## src/hw/rtl/cfr_pkg.sv

```systemverilog
// ============================================================================
// cfr_pkg: shared types and constants of the checked frame receiver
// Holds the result record, configuration indexes, frame ids and action codes.
// ============================================================================
`default_nettype none

package cfr_pkg;

    // Default sizing
    localparam int MAX_PAYLOAD_DEF = 128;
    localparam int CMD_SLOTS_DEF   = 32;

    // Field widths
    localparam int BYTE_W   = 8;
    localparam int POS_W    = 9;
    localparam int ACT_W    = 3;
    localparam int PID_W    = 16;
    localparam int CFG_IDX_W = 1;

    // Configuration register indexes
    localparam logic [CFG_IDX_W-1:0] CFG_SYNC_BYTE = 1'd0;
    localparam logic [CFG_IDX_W-1:0] CFG_DEV_ADDR  = 1'd1;

    // Configuration reset values
    localparam logic [BYTE_W-1:0] SYNC_RST = 8'hAA;
    localparam logic [BYTE_W-1:0] ADDR_RST = 8'hFF;
    localparam logic [BYTE_W-1:0] ADDR_BCAST = 8'h00;

    // Result kinds
    localparam logic KIND_PAYLOAD = 1'b0;
    localparam logic KIND_END     = 1'b1;

    // Frame ids
    localparam logic [BYTE_W-1:0] ID_CAL   = 8'hE0;
    localparam logic [BYTE_W-1:0] ID_READ  = 8'hE1;
    localparam logic [BYTE_W-1:0] ID_WRITE = 8'hE2;

    // Calibration sub-codes
    localparam logic [BYTE_W-1:0] CAL_GROUP      = 8'h01;
    localparam logic [BYTE_W-1:0] CAL_GYRO       = 8'h02;
    localparam logic [BYTE_W-1:0] CAL_MAG        = 8'h04;
    localparam logic [BYTE_W-1:0] CAL_ACC        = 8'h05;
    localparam logic [BYTE_W-1:0] CAL_CANCEL_MAG = 8'h10;

    // Dispatch actions
    localparam logic [ACT_W-1:0] ACT_NONE       = 3'd0;
    localparam logic [ACT_W-1:0] ACT_GYRO_CAL   = 3'd1;
    localparam logic [ACT_W-1:0] ACT_MAG_CAL    = 3'd2;
    localparam logic [ACT_W-1:0] ACT_ACC_CAL    = 3'd3;
    localparam logic [ACT_W-1:0] ACT_CANCEL_MAG = 3'd4;
    localparam logic [ACT_W-1:0] ACT_PARAM_RD   = 3'd5;
    localparam logic [ACT_W-1:0] ACT_PARAM_WR   = 3'd6;

    // Parser positions of the header bytes
    localparam logic [POS_W-1:0] POS_HUNT = 9'd0;
    localparam logic [POS_W-1:0] POS_ADDR = 9'd1;
    localparam logic [POS_W-1:0] POS_ID   = 9'd2;
    localparam logic [POS_W-1:0] POS_LEN  = 9'd3;
    localparam logic [POS_W-1:0] POS_PAY  = 9'd4;

    // One result beat
    typedef struct packed {
        logic              kind;
        logic [BYTE_W-1:0] byte_index;
        logic [BYTE_W-1:0] payload_byte;
        logic [BYTE_W-1:0] frame_id;
        logic [BYTE_W-1:0] frame_len;
        logic              check_ok;
        logic [BYTE_W-1:0] sum_value;
        logic [BYTE_W-1:0] add_value;
        logic [ACT_W-1:0]  action;
        logic              reply_needed;
        logic [PID_W-1:0]  param_id;
    } t_result;

endpackage

`default_nettype wire

```

## src/hw/rtl/cfr_parser.sv

```systemverilog
// ============================================================================
// cfr_parser: frame parser and check accumulator
// Walks one received byte per beat through the frame layout, keeps the
// running sum and add checks, and forms the payload or frame-end result.
// ============================================================================
`default_nettype none

module cfr_parser
    import cfr_pkg::*;
#(
    parameter int MAX_PAYLOAD = MAX_PAYLOAD_DEF,
    parameter int CMD_SLOTS   = CMD_SLOTS_DEF
) (
    input  wire logic              i_clk,
    input  wire logic              i_rst_n,
    input  wire logic              i_beat,
    input  wire logic [BYTE_W-1:0] i_rx_byte,
    input  wire logic [BYTE_W-1:0] i_sync_byte,
    input  wire logic [BYTE_W-1:0] i_dev_addr,
    output logic                   o_res_valid,
    output t_result                o_res
);

    logic [POS_W-1:0]  r_pos,  n_pos;
    logic [BYTE_W-1:0] r_id,   n_id;
    logic [BYTE_W-1:0] r_len,  n_len;
    logic [BYTE_W-1:0] r_sum,  n_sum;
    logic [BYTE_W-1:0] r_add,  n_add;
    logic [BYTE_W-1:0] r_pay0, n_pay0;
    logic [BYTE_W-1:0] r_pay1, n_pay1;
    logic [BYTE_W-1:0] r_pay2, n_pay2;
    logic [BYTE_W-1:0] r_rsum, n_rsum;

    logic [BYTE_W-1:0] sum_acc;
    logic [BYTE_W-1:0] add_acc;
    logic [POS_W-1:0]  pay_end;
    logic [POS_W-1:0]  idx;
    logic [PID_W-1:0]  pid;
    logic              pid_in_range;
    logic              ok;
    logic [ACT_W-1:0]  cal_act;
    logic [ACT_W-1:0]  act;
    logic              reply;

    // Checksum step for the current byte
    assign sum_acc = r_sum + i_rx_byte;
    assign add_acc = r_add + sum_acc;

    // Frame layout helpers
    assign pay_end      = {1'b0, r_len} + POS_PAY;
    assign idx          = r_pos - POS_PAY;
    assign pid          = {r_pay1, r_pay0};
    assign pid_in_range = {1'b0, pid} < (PID_W+1)'(CMD_SLOTS);
    assign ok           = (r_rsum == r_sum) && (i_rx_byte == r_add);

    // Calibration sub-command decode
    always_comb begin
        cal_act = ACT_NONE;
        if (r_pay0 == CAL_GROUP) begin
            unique case (r_pay2)
                CAL_GYRO:       cal_act = ACT_GYRO_CAL;
                CAL_MAG:        cal_act = ACT_MAG_CAL;
                CAL_ACC:        cal_act = ACT_ACC_CAL;
                CAL_CANCEL_MAG: cal_act = ACT_CANCEL_MAG;
                default:        cal_act = ACT_NONE;
            endcase
        end
    end

    // Dispatch, only on a good frame
    always_comb begin
        act   = ACT_NONE;
        reply = 1'b0;
        if (ok) begin
            unique case (r_id)
                ID_CAL: begin
                    reply = 1'b1;
                    act   = cal_act;
                end
                ID_READ: begin
                    if (pid_in_range) act = ACT_PARAM_RD;
                end
                ID_WRITE: begin
                    reply = 1'b1;
                    if (pid_in_range) act = ACT_PARAM_WR;
                end
                default: begin
                    act   = ACT_NONE;
                    reply = 1'b0;
                end
            endcase
        end
    end

    // Next state and result for one beat
    always_comb begin
        n_pos  = r_pos;
        n_id   = r_id;
        n_len  = r_len;
        n_sum  = r_sum;
        n_add  = r_add;
        n_pay0 = r_pay0;
        n_pay1 = r_pay1;
        n_pay2 = r_pay2;
        n_rsum = r_rsum;
        o_res_valid = 1'b0;
        o_res       = '0;
        o_res.frame_id  = r_id;
        o_res.frame_len = r_len;
        if (i_beat) begin
            priority if (r_pos == POS_HUNT) begin
                if (i_rx_byte == i_sync_byte) begin
                    n_pay0 = '0;
                    n_pay1 = '0;
                    n_pay2 = '0;
                    n_sum  = i_rx_byte;
                    n_add  = i_rx_byte;
                    n_pos  = POS_ADDR;
                end
            end else if (r_pos == POS_ADDR) begin
                if (i_rx_byte == i_dev_addr || i_rx_byte == ADDR_BCAST) begin
                    n_sum = sum_acc;
                    n_add = add_acc;
                    n_pos = POS_ID;
                end else begin
                    n_pos = POS_HUNT;
                end
            end else if (r_pos == POS_ID) begin
                n_id  = i_rx_byte;
                n_sum = sum_acc;
                n_add = add_acc;
                n_pos = POS_LEN;
            end else if (r_pos == POS_LEN) begin
                if (i_rx_byte > BYTE_W'(MAX_PAYLOAD)) begin
                    n_pos = POS_HUNT;
                end else begin
                    n_len = i_rx_byte;
                    n_sum = sum_acc;
                    n_add = add_acc;
                    n_pos = POS_PAY;
                end
            end else if (r_pos < pay_end) begin
                // tentative payload byte
                if (idx == 9'd0) n_pay0 = i_rx_byte;
                if (idx == 9'd1) n_pay1 = i_rx_byte;
                if (idx == 9'd2) n_pay2 = i_rx_byte;
                n_sum = sum_acc;
                n_add = add_acc;
                n_pos = r_pos + 9'd1;
                o_res_valid        = 1'b1;
                o_res.kind         = KIND_PAYLOAD;
                o_res.byte_index   = idx[BYTE_W-1:0];
                o_res.payload_byte = i_rx_byte;
            end else if (r_pos == pay_end) begin
                n_rsum = i_rx_byte;
                n_pos  = r_pos + 9'd1;
            end else if (r_pos == pay_end + 9'd1) begin
                // frame end report
                n_pos = POS_HUNT;
                o_res_valid        = 1'b1;
                o_res.kind         = KIND_END;
                o_res.check_ok     = ok;
                o_res.sum_value    = r_sum;
                o_res.add_value    = r_add;
                o_res.action       = act;
                o_res.reply_needed = reply;
                o_res.param_id     = pid;
            end else begin
                n_pos = POS_HUNT;
            end
        end
    end

    // State registers
    always_ff @(posedge i_clk) begin
        if (!i_rst_n) begin
            r_pos  <= POS_HUNT;
            r_id   <= '0;
            r_len  <= '0;
            r_sum  <= '0;
            r_add  <= '0;
            r_pay0 <= '0;
            r_pay1 <= '0;
            r_pay2 <= '0;
            r_rsum <= '0;
        end else begin
            r_pos  <= n_pos;
            r_id   <= n_id;
            r_len  <= n_len;
            r_sum  <= n_sum;
            r_add  <= n_add;
            r_pay0 <= n_pay0;
            r_pay1 <= n_pay1;
            r_pay2 <= n_pay2;
            r_rsum <= n_rsum;
        end
    end

    // Position stays within the frame that the held length describes
    a_pos_bound: assert property (@(posedge i_clk) disable iff (!i_rst_n)
        r_pos <= pay_end + 9'd1)
        else $error("parser position beyond frame end");

    // Held length never exceeds the payload limit
    a_len_bound: assert property (@(posedge i_clk) disable iff (!i_rst_n)
        r_len <= BYTE_W'(MAX_PAYLOAD))
        else $error("held length above payload limit");

    // No result while hunting for sync
    a_hunt_quiet: assert property (@(posedge i_clk) disable iff (!i_rst_n)
        (r_pos == POS_HUNT) |-> !o_res_valid)
        else $error("result produced while hunting");

    // A frame end report returns the parser to hunting
    a_end_hunt: assert property (@(posedge i_clk) disable iff (!i_rst_n)
        (o_res_valid && o_res.kind == KIND_END) |=> (r_pos == POS_HUNT))
        else $error("parser not hunting after frame end");

endmodule

`default_nettype wire

```

## src/hw/rtl/cfr_out_reg.sv

```systemverilog
// ============================================================================
// cfr_out_reg: result output register
// Holds one result beat for the consumer and accepts a new one in the
// same cycle that the held beat is taken.
// ============================================================================
`default_nettype none

module cfr_out_reg
    import cfr_pkg::*;
(
    input  wire logic    i_clk,
    input  wire logic    i_rst_n,
    input  wire logic    i_valid,
    input  wire t_result i_res,
    output logic         o_ready,
    output logic         o_valid,
    input  wire logic    i_ready,
    output t_result      o_res
);

    logic    r_valid;
    t_result r_res;

    // Free when empty or when the held beat leaves this cycle
    assign o_ready = !r_valid || i_ready;
    assign o_valid = r_valid;
    assign o_res   = r_res;

    // Valid flag
    always_ff @(posedge i_clk) begin
        if (!i_rst_n) begin
            r_valid <= 1'b0;
        end else if (o_ready) begin
            r_valid <= i_valid;
        end
    end

    // Payload
    always_ff @(posedge i_clk) begin
        if (o_ready && i_valid) begin
            r_res <= i_res;
        end
    end

endmodule

`default_nettype wire

```

## src/hw/rtl/checked_frame_receiver_core.sv

```systemverilog
// ============================================================================
// checked_frame_receiver_core: byte-serial frame receiver with sum/add checks
// Hunts the received byte stream for frames, reports payload bytes as they
// arrive and closes each frame with a check verdict and dispatch action.
// ============================================================================
// Each result is registered and appears on the output in the cycle after its byte beat.
// One byte per cycle unless the consumer stalls; the parser state and both
// checks update as the beat is taken, and the output register frees as taken.
// Reset (synchronous, active low): parser hunts for sync, checks and held
// fields clear, sync byte returns to 0xAA and device address to 0xFF.
`default_nettype none

module checked_frame_receiver_core
    import cfr_pkg::*;
#(
    parameter int MAX_PAYLOAD = MAX_PAYLOAD_DEF,
    parameter int CMD_SLOTS   = CMD_SLOTS_DEF
) (
    input  wire logic                 i_clk,
    input  wire logic                 i_rst_n,
    // configuration write
    input  wire logic                 i_cfg_valid,
    output logic                      o_cfg_ready,
    input  wire logic [CFG_IDX_W-1:0] i_cfg_index,
    input  wire logic [BYTE_W-1:0]    i_cfg_data,
    // received bytes
    input  wire logic                 i_in_valid,
    output logic                      o_in_ready,
    input  wire logic [BYTE_W-1:0]    i_rx_byte,
    // results
    output logic                      o_out_valid,
    input  wire logic                 i_out_ready,
    output logic                      o_kind,
    output logic [BYTE_W-1:0]         o_byte_index,
    output logic [BYTE_W-1:0]         o_payload_byte,
    output logic [BYTE_W-1:0]         o_frame_id,
    output logic [BYTE_W-1:0]         o_frame_len,
    output logic                      o_check_ok,
    output logic [BYTE_W-1:0]         o_sum_value,
    output logic [BYTE_W-1:0]         o_add_value,
    output logic [ACT_W-1:0]          o_action,
    output logic                      o_reply_needed,
    output logic [PID_W-1:0]          o_param_id
);

    logic [BYTE_W-1:0] r_sync_byte;
    logic [BYTE_W-1:0] r_dev_addr;
    logic              beat;
    logic              res_valid;
    t_result           res;
    t_result           out_res;

    // Configuration registers
    assign o_cfg_ready = 1'b1;

    always_ff @(posedge i_clk) begin
        if (!i_rst_n) begin
            r_sync_byte <= SYNC_RST;
            r_dev_addr  <= ADDR_RST;
        end else if (i_cfg_valid) begin
            unique case (i_cfg_index)
                CFG_SYNC_BYTE: r_sync_byte <= i_cfg_data;
                CFG_DEV_ADDR:  r_dev_addr  <= i_cfg_data;
                default: ;
            endcase
        end
    end

    // Input beat accepted
    assign beat = i_in_valid && o_in_ready;

    cfr_parser #(
        .MAX_PAYLOAD (MAX_PAYLOAD),
        .CMD_SLOTS   (CMD_SLOTS)
    ) u_parser (
        .i_clk       (i_clk),
        .i_rst_n     (i_rst_n),
        .i_beat      (beat),
        .i_rx_byte   (i_rx_byte),
        .i_sync_byte (r_sync_byte),
        .i_dev_addr  (r_dev_addr),
        .o_res_valid (res_valid),
        .o_res       (res)
    );

    cfr_out_reg u_out_reg (
        .i_clk   (i_clk),
        .i_rst_n (i_rst_n),
        .i_valid (res_valid),
        .i_res   (res),
        .o_ready (o_in_ready),
        .o_valid (o_out_valid),
        .i_ready (i_out_ready),
        .o_res   (out_res)
    );

    // Result fields
    assign o_kind         = out_res.kind;
    assign o_byte_index   = out_res.byte_index;
    assign o_payload_byte = out_res.payload_byte;
    assign o_frame_id     = out_res.frame_id;
    assign o_frame_len    = out_res.frame_len;
    assign o_check_ok     = out_res.check_ok;
    assign o_sum_value    = out_res.sum_value;
    assign o_add_value    = out_res.add_value;
    assign o_action       = out_res.action;
    assign o_reply_needed = out_res.reply_needed;
    assign o_param_id     = out_res.param_id;

endmodule

`default_nettype wire

```

## config.mk

```make
export PLATFORM = sky130hd
export DESIGN_NAME = checked_frame_receiver_core
export DESIGN_NICKNAME = d
export VERILOG_FILES = /design/src/hw/rtl/cfr_pkg.sv /design/src/hw/rtl/cfr_parser.sv /design/src/hw/rtl/cfr_out_reg.sv /design/src/hw/rtl/checked_frame_receiver_core.sv
export SDC_FILE = /design/constraint.sdc
export NUM_CORES = 1
export LEC_CHECK = 0
export BUFFER_PORTS_ARGS = -buffer_cell sky130_fd_sc_hd__buf_2
export CORE_UTILIZATION = 60
export DETAILED_ROUTE_END_ITERATION = 16
export MAX_ROUTING_LAYER = met4
export PLACE_DENSITY = 0.82
export SYNTH_ARGS = -nofsm -noshare
export SYNTH_HDL_FRONTEND = slang
export SYNTH_SLANG_ARGS = --single-unit
```

## constraint.sdc

```tcl
create_clock -name i_clk -period 9.2 [get_ports i_clk]
set_clock_uncertainty 0.05 [all_clocks]
set_input_delay 0.46 -clock i_clk [delete_from_list [all_inputs] [get_ports i_clk]]
set_output_delay 0.46 -clock i_clk [all_outputs]
set_load 0.1 [all_outputs]
```

## Word level (Yosys, flattened, before mapping)

Index checks and enable logic that the tools add are counted.

| operators by class | value |
|---|---|
| reductions and logical operators | 29 |
| order comparisons | 3 |
| bitwise operators | 10 |
| eq/ne operators | 25 |
| muxes and demuxes | 57 |
| add/subtract/negate cells | 6 |

Operator list:

| cell | count |
|---|---|
| 2-to-1 mux 8 bit | 34 |
| 2-to-1 mux 9 bit | 7 |
| equality test 8 bit | 4 |
| AND reduction 7 bit | 4 |
| equality test 9 x 2 -> 1 bit, second input constant | 3 |
| equality test 8 bit, second input constant | 3 |
| adder 9 x 1 -> 9 bit, second input constant | 2 |
| equality test 9 x 1 -> 1 bit, second input constant | 2 |
| equality test 9 bit | 2 |
| zero test 9 bit | 2 |
| adder 8 bit | 2 |
| equality test 8 x 3 -> 1 bit, second input constant | 2 |
| < comparator 16 x 6 -> 1 bit, second input constant | 1 |
| 2-to-1 mux 3 bit | 4 |
| one-hot mux 3 bit (4 select lines) | 1 |
| OR reduction 6 bit | 2 |
| NOT 1 bit | 10 |
| adder 8 x 3 -> 9 bit, second input constant | 1 |
| < comparator 9 bit | 1 |
| 2-to-1 mux 1 bit | 9 |
| one-hot mux 3 bit (3 select lines) | 1 |
| OR reduction 9 bit | 1 |
| subtractor 9 x 3 -> 9 bit, second input constant | 1 |
| equality test 8 x 1 -> 1 bit, second input constant | 1 |
| other kinds (20) | 30 |

| storage, ports and cells | value |
|---|---|
| input port bits | 22 |
| register bits | 160 |

## Logic depth before layout (Yosys ltp)

| depth | value |
|---|---|
| depth after elaboration | 12 |
| depth in mapped cells | 15 |
| depth with buffers taken out | 15 |

## Hierarchy

A second synthesis with hierarchy kept.

| second synthesis, totals | value |
|---|---|
| cell total of the unflattened synthesis | 811 |
| area total of the unflattened synthesis | 8254.2 um^2 |

By module, submodules not included:

| module | times used | sequential area each (um^2) | cells an instance | area an instance (um^2) |
|---|---|---|---|---|
| cfr_parser | 1 | 1461.4 | 660 | 5366.4 |
| cfr_out_reg | 1 | 2122.0 | 75 | 2159.6 |
| checked_frame_receiver_core | 1 | 320.3 | 76 | 728.2 |

## Least setup slack after synthesis

No wires, ideal clock.

| path | value |
|---|---|
| path type | register -> register |
| from | register u_out_reg.r_valid, in the netlist u_out_reg.o_valid |
| to | register u_out_reg.r_res, in the netlist u_out_reg.o_res[0], enable pin |
| cell stages (with the launch flop) | 7 |
| setup slack | 4352 ps |
| required time | 8417 ps |
| arrival | 4066 ps |
| clock period less this slack | 4848 ps |
| cell sequence | dfxtp_1 nand2b_1 and2_1 clkbuf_1 nand3_1 clkbuf_1 nand2_1 |

| on the way | value |
|---|---|
| word-level cells in the longest chain between the ends | 5 |

Ends and longest elaborated chain:

| what | line | text |
|---|---|---|
| start: declaration | cfr_out_reg.sv:21 | `logic r_valid;` |
| start signal: assignment | cfr_out_reg.sv:34 | `r_valid <= i_valid;` |
| zero test 1 bit (*) | cfr_out_reg.sv:25 | `assign o_ready = !r_valid \|\| i_ready;` |
| logical OR 1 bit (*) | cfr_out_reg.sv:25 |  |
| named net o_in_ready | checked_frame_receiver_core.sv:28 | `output logic o_in_ready,` |
| logical AND 1 bit | checked_frame_receiver_core.sv:70 | `assign beat = i_in_valid && o_in_ready;` |
| 2-to-1 mux 1 bit | cfr_parser.sv:110 | `if (i_beat) begin` |
| logical AND 1 bit (*) | cfr_out_reg.sv:40 | `if (o_ready && i_valid) begin` |
| end signal: assignment | cfr_out_reg.sv:41 | `r_res <= i_res;` |
| end: declaration | cfr_out_reg.sv:22 | `t_result r_res;` |

Mark *: on every way through the listed nets, which the timed path passes. The rest lies on a longest branch.
A chain may end at the register's enable or synchronous reset.

## Worst setup path after layout

| path | value |
|---|---|
| from | register u_parser.r_len[2] |
| to | register u_out_reg.r_res, in the netlist u_out_reg.o_res[34], enable pin |

| on the way | value |
|---|---|
| word-level cells in the longest chain between the ends | 12 |
| elaborated cells between the ends (all ways) | 14 |
| classes of those cells | 2 x add/sub; 1 x order compare; 2 x eq/ne; 8 x mux; 1 x reduce/logical |

Ends and longest elaborated chain:

| what | line | text |
|---|---|---|
| start: declaration | cfr_parser.sv:26 | `logic [BYTE_W-1:0] r_len, n_len;` |
| start signal: assignment | cfr_parser.sv:189 | `r_len <= n_len;` |
| adder 8 x 3 -> 9 bit (*) | cfr_parser.sv:50 | `assign pay_end = {1'b0, r_len} + POS_PAY;` |
| adder 9 x 1 -> 9 bit | cfr_parser.sv:157 | `end else if (r_pos == pay_end + 9'd1) begin` |
| equality test 9 bit | cfr_parser.sv:157 |  |
| 2-to-1 mux 1 bit | cfr_parser.sv:157 |  |
| 2-to-1 mux 1 bit | -- |  |
| 2-to-1 mux 1 bit (*) | cfr_parser.sv:142 | `end else if (r_pos < pay_end) begin` |
| 2-to-1 mux 1 bit (*) | cfr_parser.sv:133 | `end else if (r_pos == POS_LEN) begin` |
| 2-to-1 mux 1 bit (*) | cfr_parser.sv:128 | `end else if (r_pos == POS_ID) begin` |
| 2-to-1 mux 1 bit (*) | cfr_parser.sv:120 | `end else if (r_pos == POS_ADDR) begin` |
| 2-to-1 mux 1 bit (*) | cfr_parser.sv:111 | `priority if (r_pos == POS_HUNT) begin` |
| 2-to-1 mux 1 bit (*) | cfr_parser.sv:110 |  |
| logical AND 1 bit (*) | cfr_out_reg.sv:40 |  |

Mark *: on every way between the ends. The rest lies on a longest branch, timed or not.

==> results <==
- The aggregate global routing overflow is 0.
- The number of rows in the core area is 42.
- The floorplan step defined a die boundary enclosing 14000 sq um.
- The count of buffers added on input and output ports is 93.
- Clock-pin slew was measured on the worst setup and hold paths at 70 ps.
- The final period utilization is 0.507.
- The net count of the finished layout is 936.
- Of the total power, the clock network draws 0.468.
- The final-report max-slew violation count was 0.
- In the final routed layout, each cell accounts on average for between 15 and 20 microns.
- In this run the mean area of a mapped cell was 10.1 sq um.
- The worst register-to-register path has a setup slack of around 4500 ps.
- Of all flip-flops after synthesis, the portion carrying an async set or reset was 0.
- The flow ran to the end, and the final reports show no timing, DRC or antenna violations.
- STA classifies the critical path startpoint as a register.
- Static timing analysis puts the maximum clock frequency at 0.214 GHz.
- By area the synthesized netlist is led by edfxtp_1, dfxtp_1, ha_1, nand2_1, xnor2_1.
- The detailed-routing iteration count for the pre-antenna-repair pass is 5.
- The flip-flop count of the largest register, all copies and words added is 70.
- The most used flip-flop cell after synthesis is dfxtp_1.
- The die is 118 microns tall.
- Of the total power, the share spent switching nets is 0.227.
- The final estimated routing congestion in global placement is 0.922.
- The cell depth of the worst min-delay path is 3.
- The post-synthesis instance area is slightly above 8000 sq um.
- For this run, design rule violations remaining after detail routing come to 0.
- For this run, global-route usage on met1 was measured as 0.371.
- The total via count in the routed design is 6251.
- The mean number of vias per cell is ~6.
- The wire length of the first global-routing pass is 30000 microns.
- In this run the static leakage power is approximately 3.6 nW.
- The depth of the CTS H-tree is 4.
- The count of distinct cell types in the synthesized netlist is 73.
- In this design, the largest share of critical-path delay is due to simple AND/OR/NAND/NOR gates.
- The worst-skew pair later-pin latency is 440 ps.
- Subtracting the final worst setup slack from the clock period gives 4670 ps.
- The sink of the worst hold path is r_sync_byte[1]$_SDFFE_PN1P_.
- Cell internal power was estimated by the tool at 1.19 mW.
- The worst relative slew slack is 0.385.
- The final number of hold-violating endpoints is 0.
- Yosys mapped a number of flops with a built-in enable equal to 70.
- The largest individual stage delay along the critical path comes from the cell buf_4.
- The number of buffers and inverters on the critical path is 1.
- The busiest layer in global routing is met2.
- At the worst endpoint, the required time is 9210 ps.
- The layout-stage area growth over the synthesis result is 13.3%.
- The signal on the critical path passes through ha_1, and3_1, xnor2_1, ha_1, a22o_1, o41ai_2, and2_1, nand3_1, nand2_2, buf_4.
- The antenna diode instance count is 0.
- The TritonCTS sink count is 160.
- The number of nets still failing antenna checks after routing is 0.
- In the final layout, the share of cells above drive strength 1 is 0.168.
- The peak fanout along the critical path is 61.
- The initial antenna violation count is 0.
- The die is 118 microns wide.
- The global routing usage on met3 is 0.0526.
- The final-layout setup total negative slack is 0 ps.
- The count of final setup violators is 0.
- For the pin with the worst max-slew slack, the measured transition is 920 ps.
- The critical path in this run is classified as reg -> reg.
- For this run, global-route usage on met2 was measured as 0.436.
- For the worst setup path, the data arrival time is 4680 ps.
- The tree is rooted in a clkbuf_16.
- The number of buffers inserted to repair setup after CTS is 0.
- The number of primary I/O pins is 95.
- For this run, the total global-route usage over all layers was measured as 0.284.
- The maximum number of pins on one net before global-route repair is slightly above 60.
- The CTS tree is yes.
- In this run the most critical hold path is launched from i_cfg_data[1].
- For the worst flop-to-flop path, the logic depth is 10.
- The launch point of the worst reg-to-reg path is u_parser.r_len[2]$_SDFFE_PN0P_.
- For this block, the routed nets add up to ~19000 microns of wire.
- In this run, post-CTS hold repair placed 0 buffers.
- The initial cell density of the core is 0.615.
- STA classifies the critical path endpoint as a register.
- For this run, the register share of the synthesized area comes to 0.479.
- The synthesized instance count is a little over 800.
- The placed instances occupy a cell area of about 8600 sq um.
- The part of the power in combinational logic is 0.049.
- The via count of the first global-routing pass came to 5850.
- The starting DRC count in detailed routing is 653.
- The core footprint is approximately 13000 sq um.
- Across the VDD grid, the largest voltage drop is 105 uV.
- Once the clock tree was built, the resizer swapped 0 gates to a different size.
- In this run the power spent charging and discharging nets is 351 uW.
- The most frequent cell on the critical path is ha_1.
- Summed over all nets, the half-perimeter wirelength after detailed placement is between 10000 and 15000 microns.
- The share of power burned in registers is 0.483.
- The area share of the largest cell type after synthesis is 0.258.
- The fill cell total of the finished layout is 1046.
- The number of max-cap violations is 0.
- The synthesized design spends more area on one cell type than any other, namely edfxtp_1.
- TritonCTS created 17 clock buffers.
- The total nets after synthesis is 868.
- The buffer depth of the longest clock path is 2.
- Dividing total power by cell area gives a power density of between 150 and 200 nW/um^2.
- The class of the tightest hold or removal check is in -> reg.
- Setup repair after global routing left no endpoint under its margin.
- The reg-to-reg critical path endpoint is u_out_reg.o_res[34]$_SDFFCE_PP0P_.
- The finished cells cover 9230 sq um.
- In this run, synthesis produced a sequential element count of between 150 and 200.
- The largest incremental delay on the critical path is approximately 630 ps.
- The total number of yosys warnings is 0.
==> power by group through the flow <==
stage	logic (mW)	clock network [mW]	registers [mW]
2_1_floorplan	0.0465	0	0.768
4_1_cts	0.0750	0.728	0.745
3_3_place_gp	0.0733	0	0.761
6_report	0.0761	0.723	0.745
3_5_place_dp	0.0740	0	0.761
5_1_grt	0.0816	0.758	0.746
==> cell usage after synthesis, drive strengths merged (2+ instances only) <==
cell type / count
nor2: 60
and3: 7
and3b: 2
fa: 2
nand4b: 2
nor3: 22
inv: 20
o21a: 4
or3: 3
a32o: 6
nor3b: 4
xnor3: 2
mux2i: 27
a21o: 10
and2: 41
nand3: 27
o2111ai: 3
clkbuf: 21
a21oi: 45
or2: 3
o41ai: 3
o211ai: 5
nand2: 113
a31oi: 4
edfxtp: 70
o21ai: 14
xnor2: 46
nand4: 12
o21bai: 2
nor4b: 4
ha: 34
a32oi: 2
nand2b: 5
nor4: 14
a221oi: 2
xor2: 24
dfxtp: 90
nor2b: 3
buf: 26
or4: 4
a22o: 10
==> metal layers <==
metal,up-vias,part of all wire
met5,-,0
met4,0,0.023
met3,35,0.065
met2,246,0.47
met1,2977,0.45
li1,2993,-
==> kinds of logic after synthesis <==
family	Yosys count	synth area share
adders and majority gates	36	0.0572
muxes	27	0.0332
DFF	160	0.479
other	1	0.000461
buffers and inverters	67	0.0377
xor gates and xnor gates	72	0.0818
AOI/OAI and AO/OA	119	0.100
and+or+nand+nor	328	0.210
==> how the worst max path moves through the flow <==
stage                                               from                           endpoint  slack [ps]  cells past startpoint
after floorplan           u_out_reg.o_valid$_SDFFE_PN0N_   u_out_reg.o_res[0]$_SDFFCE_PP0P_        4350                      6
after global placement    u_parser.r_len[2]$_SDFFE_PN0P_  u_out_reg.o_res[69]$_SDFFCE_PP0P_        4760                     10
after detailed placement  u_parser.r_len[2]$_SDFFE_PN0P_  u_out_reg.o_res[69]$_SDFFCE_PP0P_        4610                     10
after CTS                 u_parser.r_len[2]$_SDFFE_PN0P_  u_out_reg.o_res[69]$_SDFFCE_PP0P_        4550                     10
after global routing      u_parser.r_len[2]$_SDFFE_PN0P_  u_out_reg.o_res[21]$_SDFFCE_PP0P_        4210                     10
final                     u_parser.r_len[2]$_SDFFE_PN0P_  u_out_reg.o_res[34]$_SDFFCE_PP0P_        4530                     10
==> worst reg2reg max path, stage by stage, from the launching register on <==
cell and delay [ps]:
dfxtp_1 560, ha_1 350, and3_1 230, xnor2_1 200, ha_1 330, a22o_1 220, o41ai_2 420, and2_1 410
nand3_1 470, nand2_2 380, buf_4 630
==> layout by cell type (no fill, tap or decap), types with 4 or more instances in the layout <==
master	instances
nor3_1	20
edfxtp_1	70
nor2_1	59
nand4_1	11
clkbuf_16	17
o21a_1	4
o21ai_0	13
a21oi_1	45
and2_1	41
nand2_1	112
xnor2_1	46
a32o_1	6
mux2i_1	27
xor2_1	23
nand3_1	26
inv_1	20
and3_1	7
a22o_1	10
ha_1	34
nor4_1	12
a21o_1	10
nand2b_1	5
a31oi_1	4
dfxtp_1	90
buf_2	93
==> stage by stage <==
step                setup slack, ps  cells  total power, mW  utilization  hold slack, ps
global route                   4210   1067             1.59        0.697             202
detailed placement             4610   1035            0.835        0.651             394
floorplan                      4350    810            0.814            -             356
global placement               4760   1035            0.834        0.651             393
CTS                            4550   1067             1.55        0.697             189
finish                         4530   1067             1.54        0.697             194
==> cell type report <==
cell class / instances / area, sq um / share of cell area
Sequential cell: 160 / 3900 / 0.423
Clock inverter: 15 / 181 / 0.0197
Multi-Input combinational cell: 583 / 3930 / 0.426
Timing Repair Buffer: 96 / 488 / 0.0529
Inverter: 20 / 75.1 / 0.00814
Clock buffer: 17 / 425 / 0.0461
Tap cell: 176 / 220 / 0.0239
Note: power is estimated with default switching activity, not from simulation.
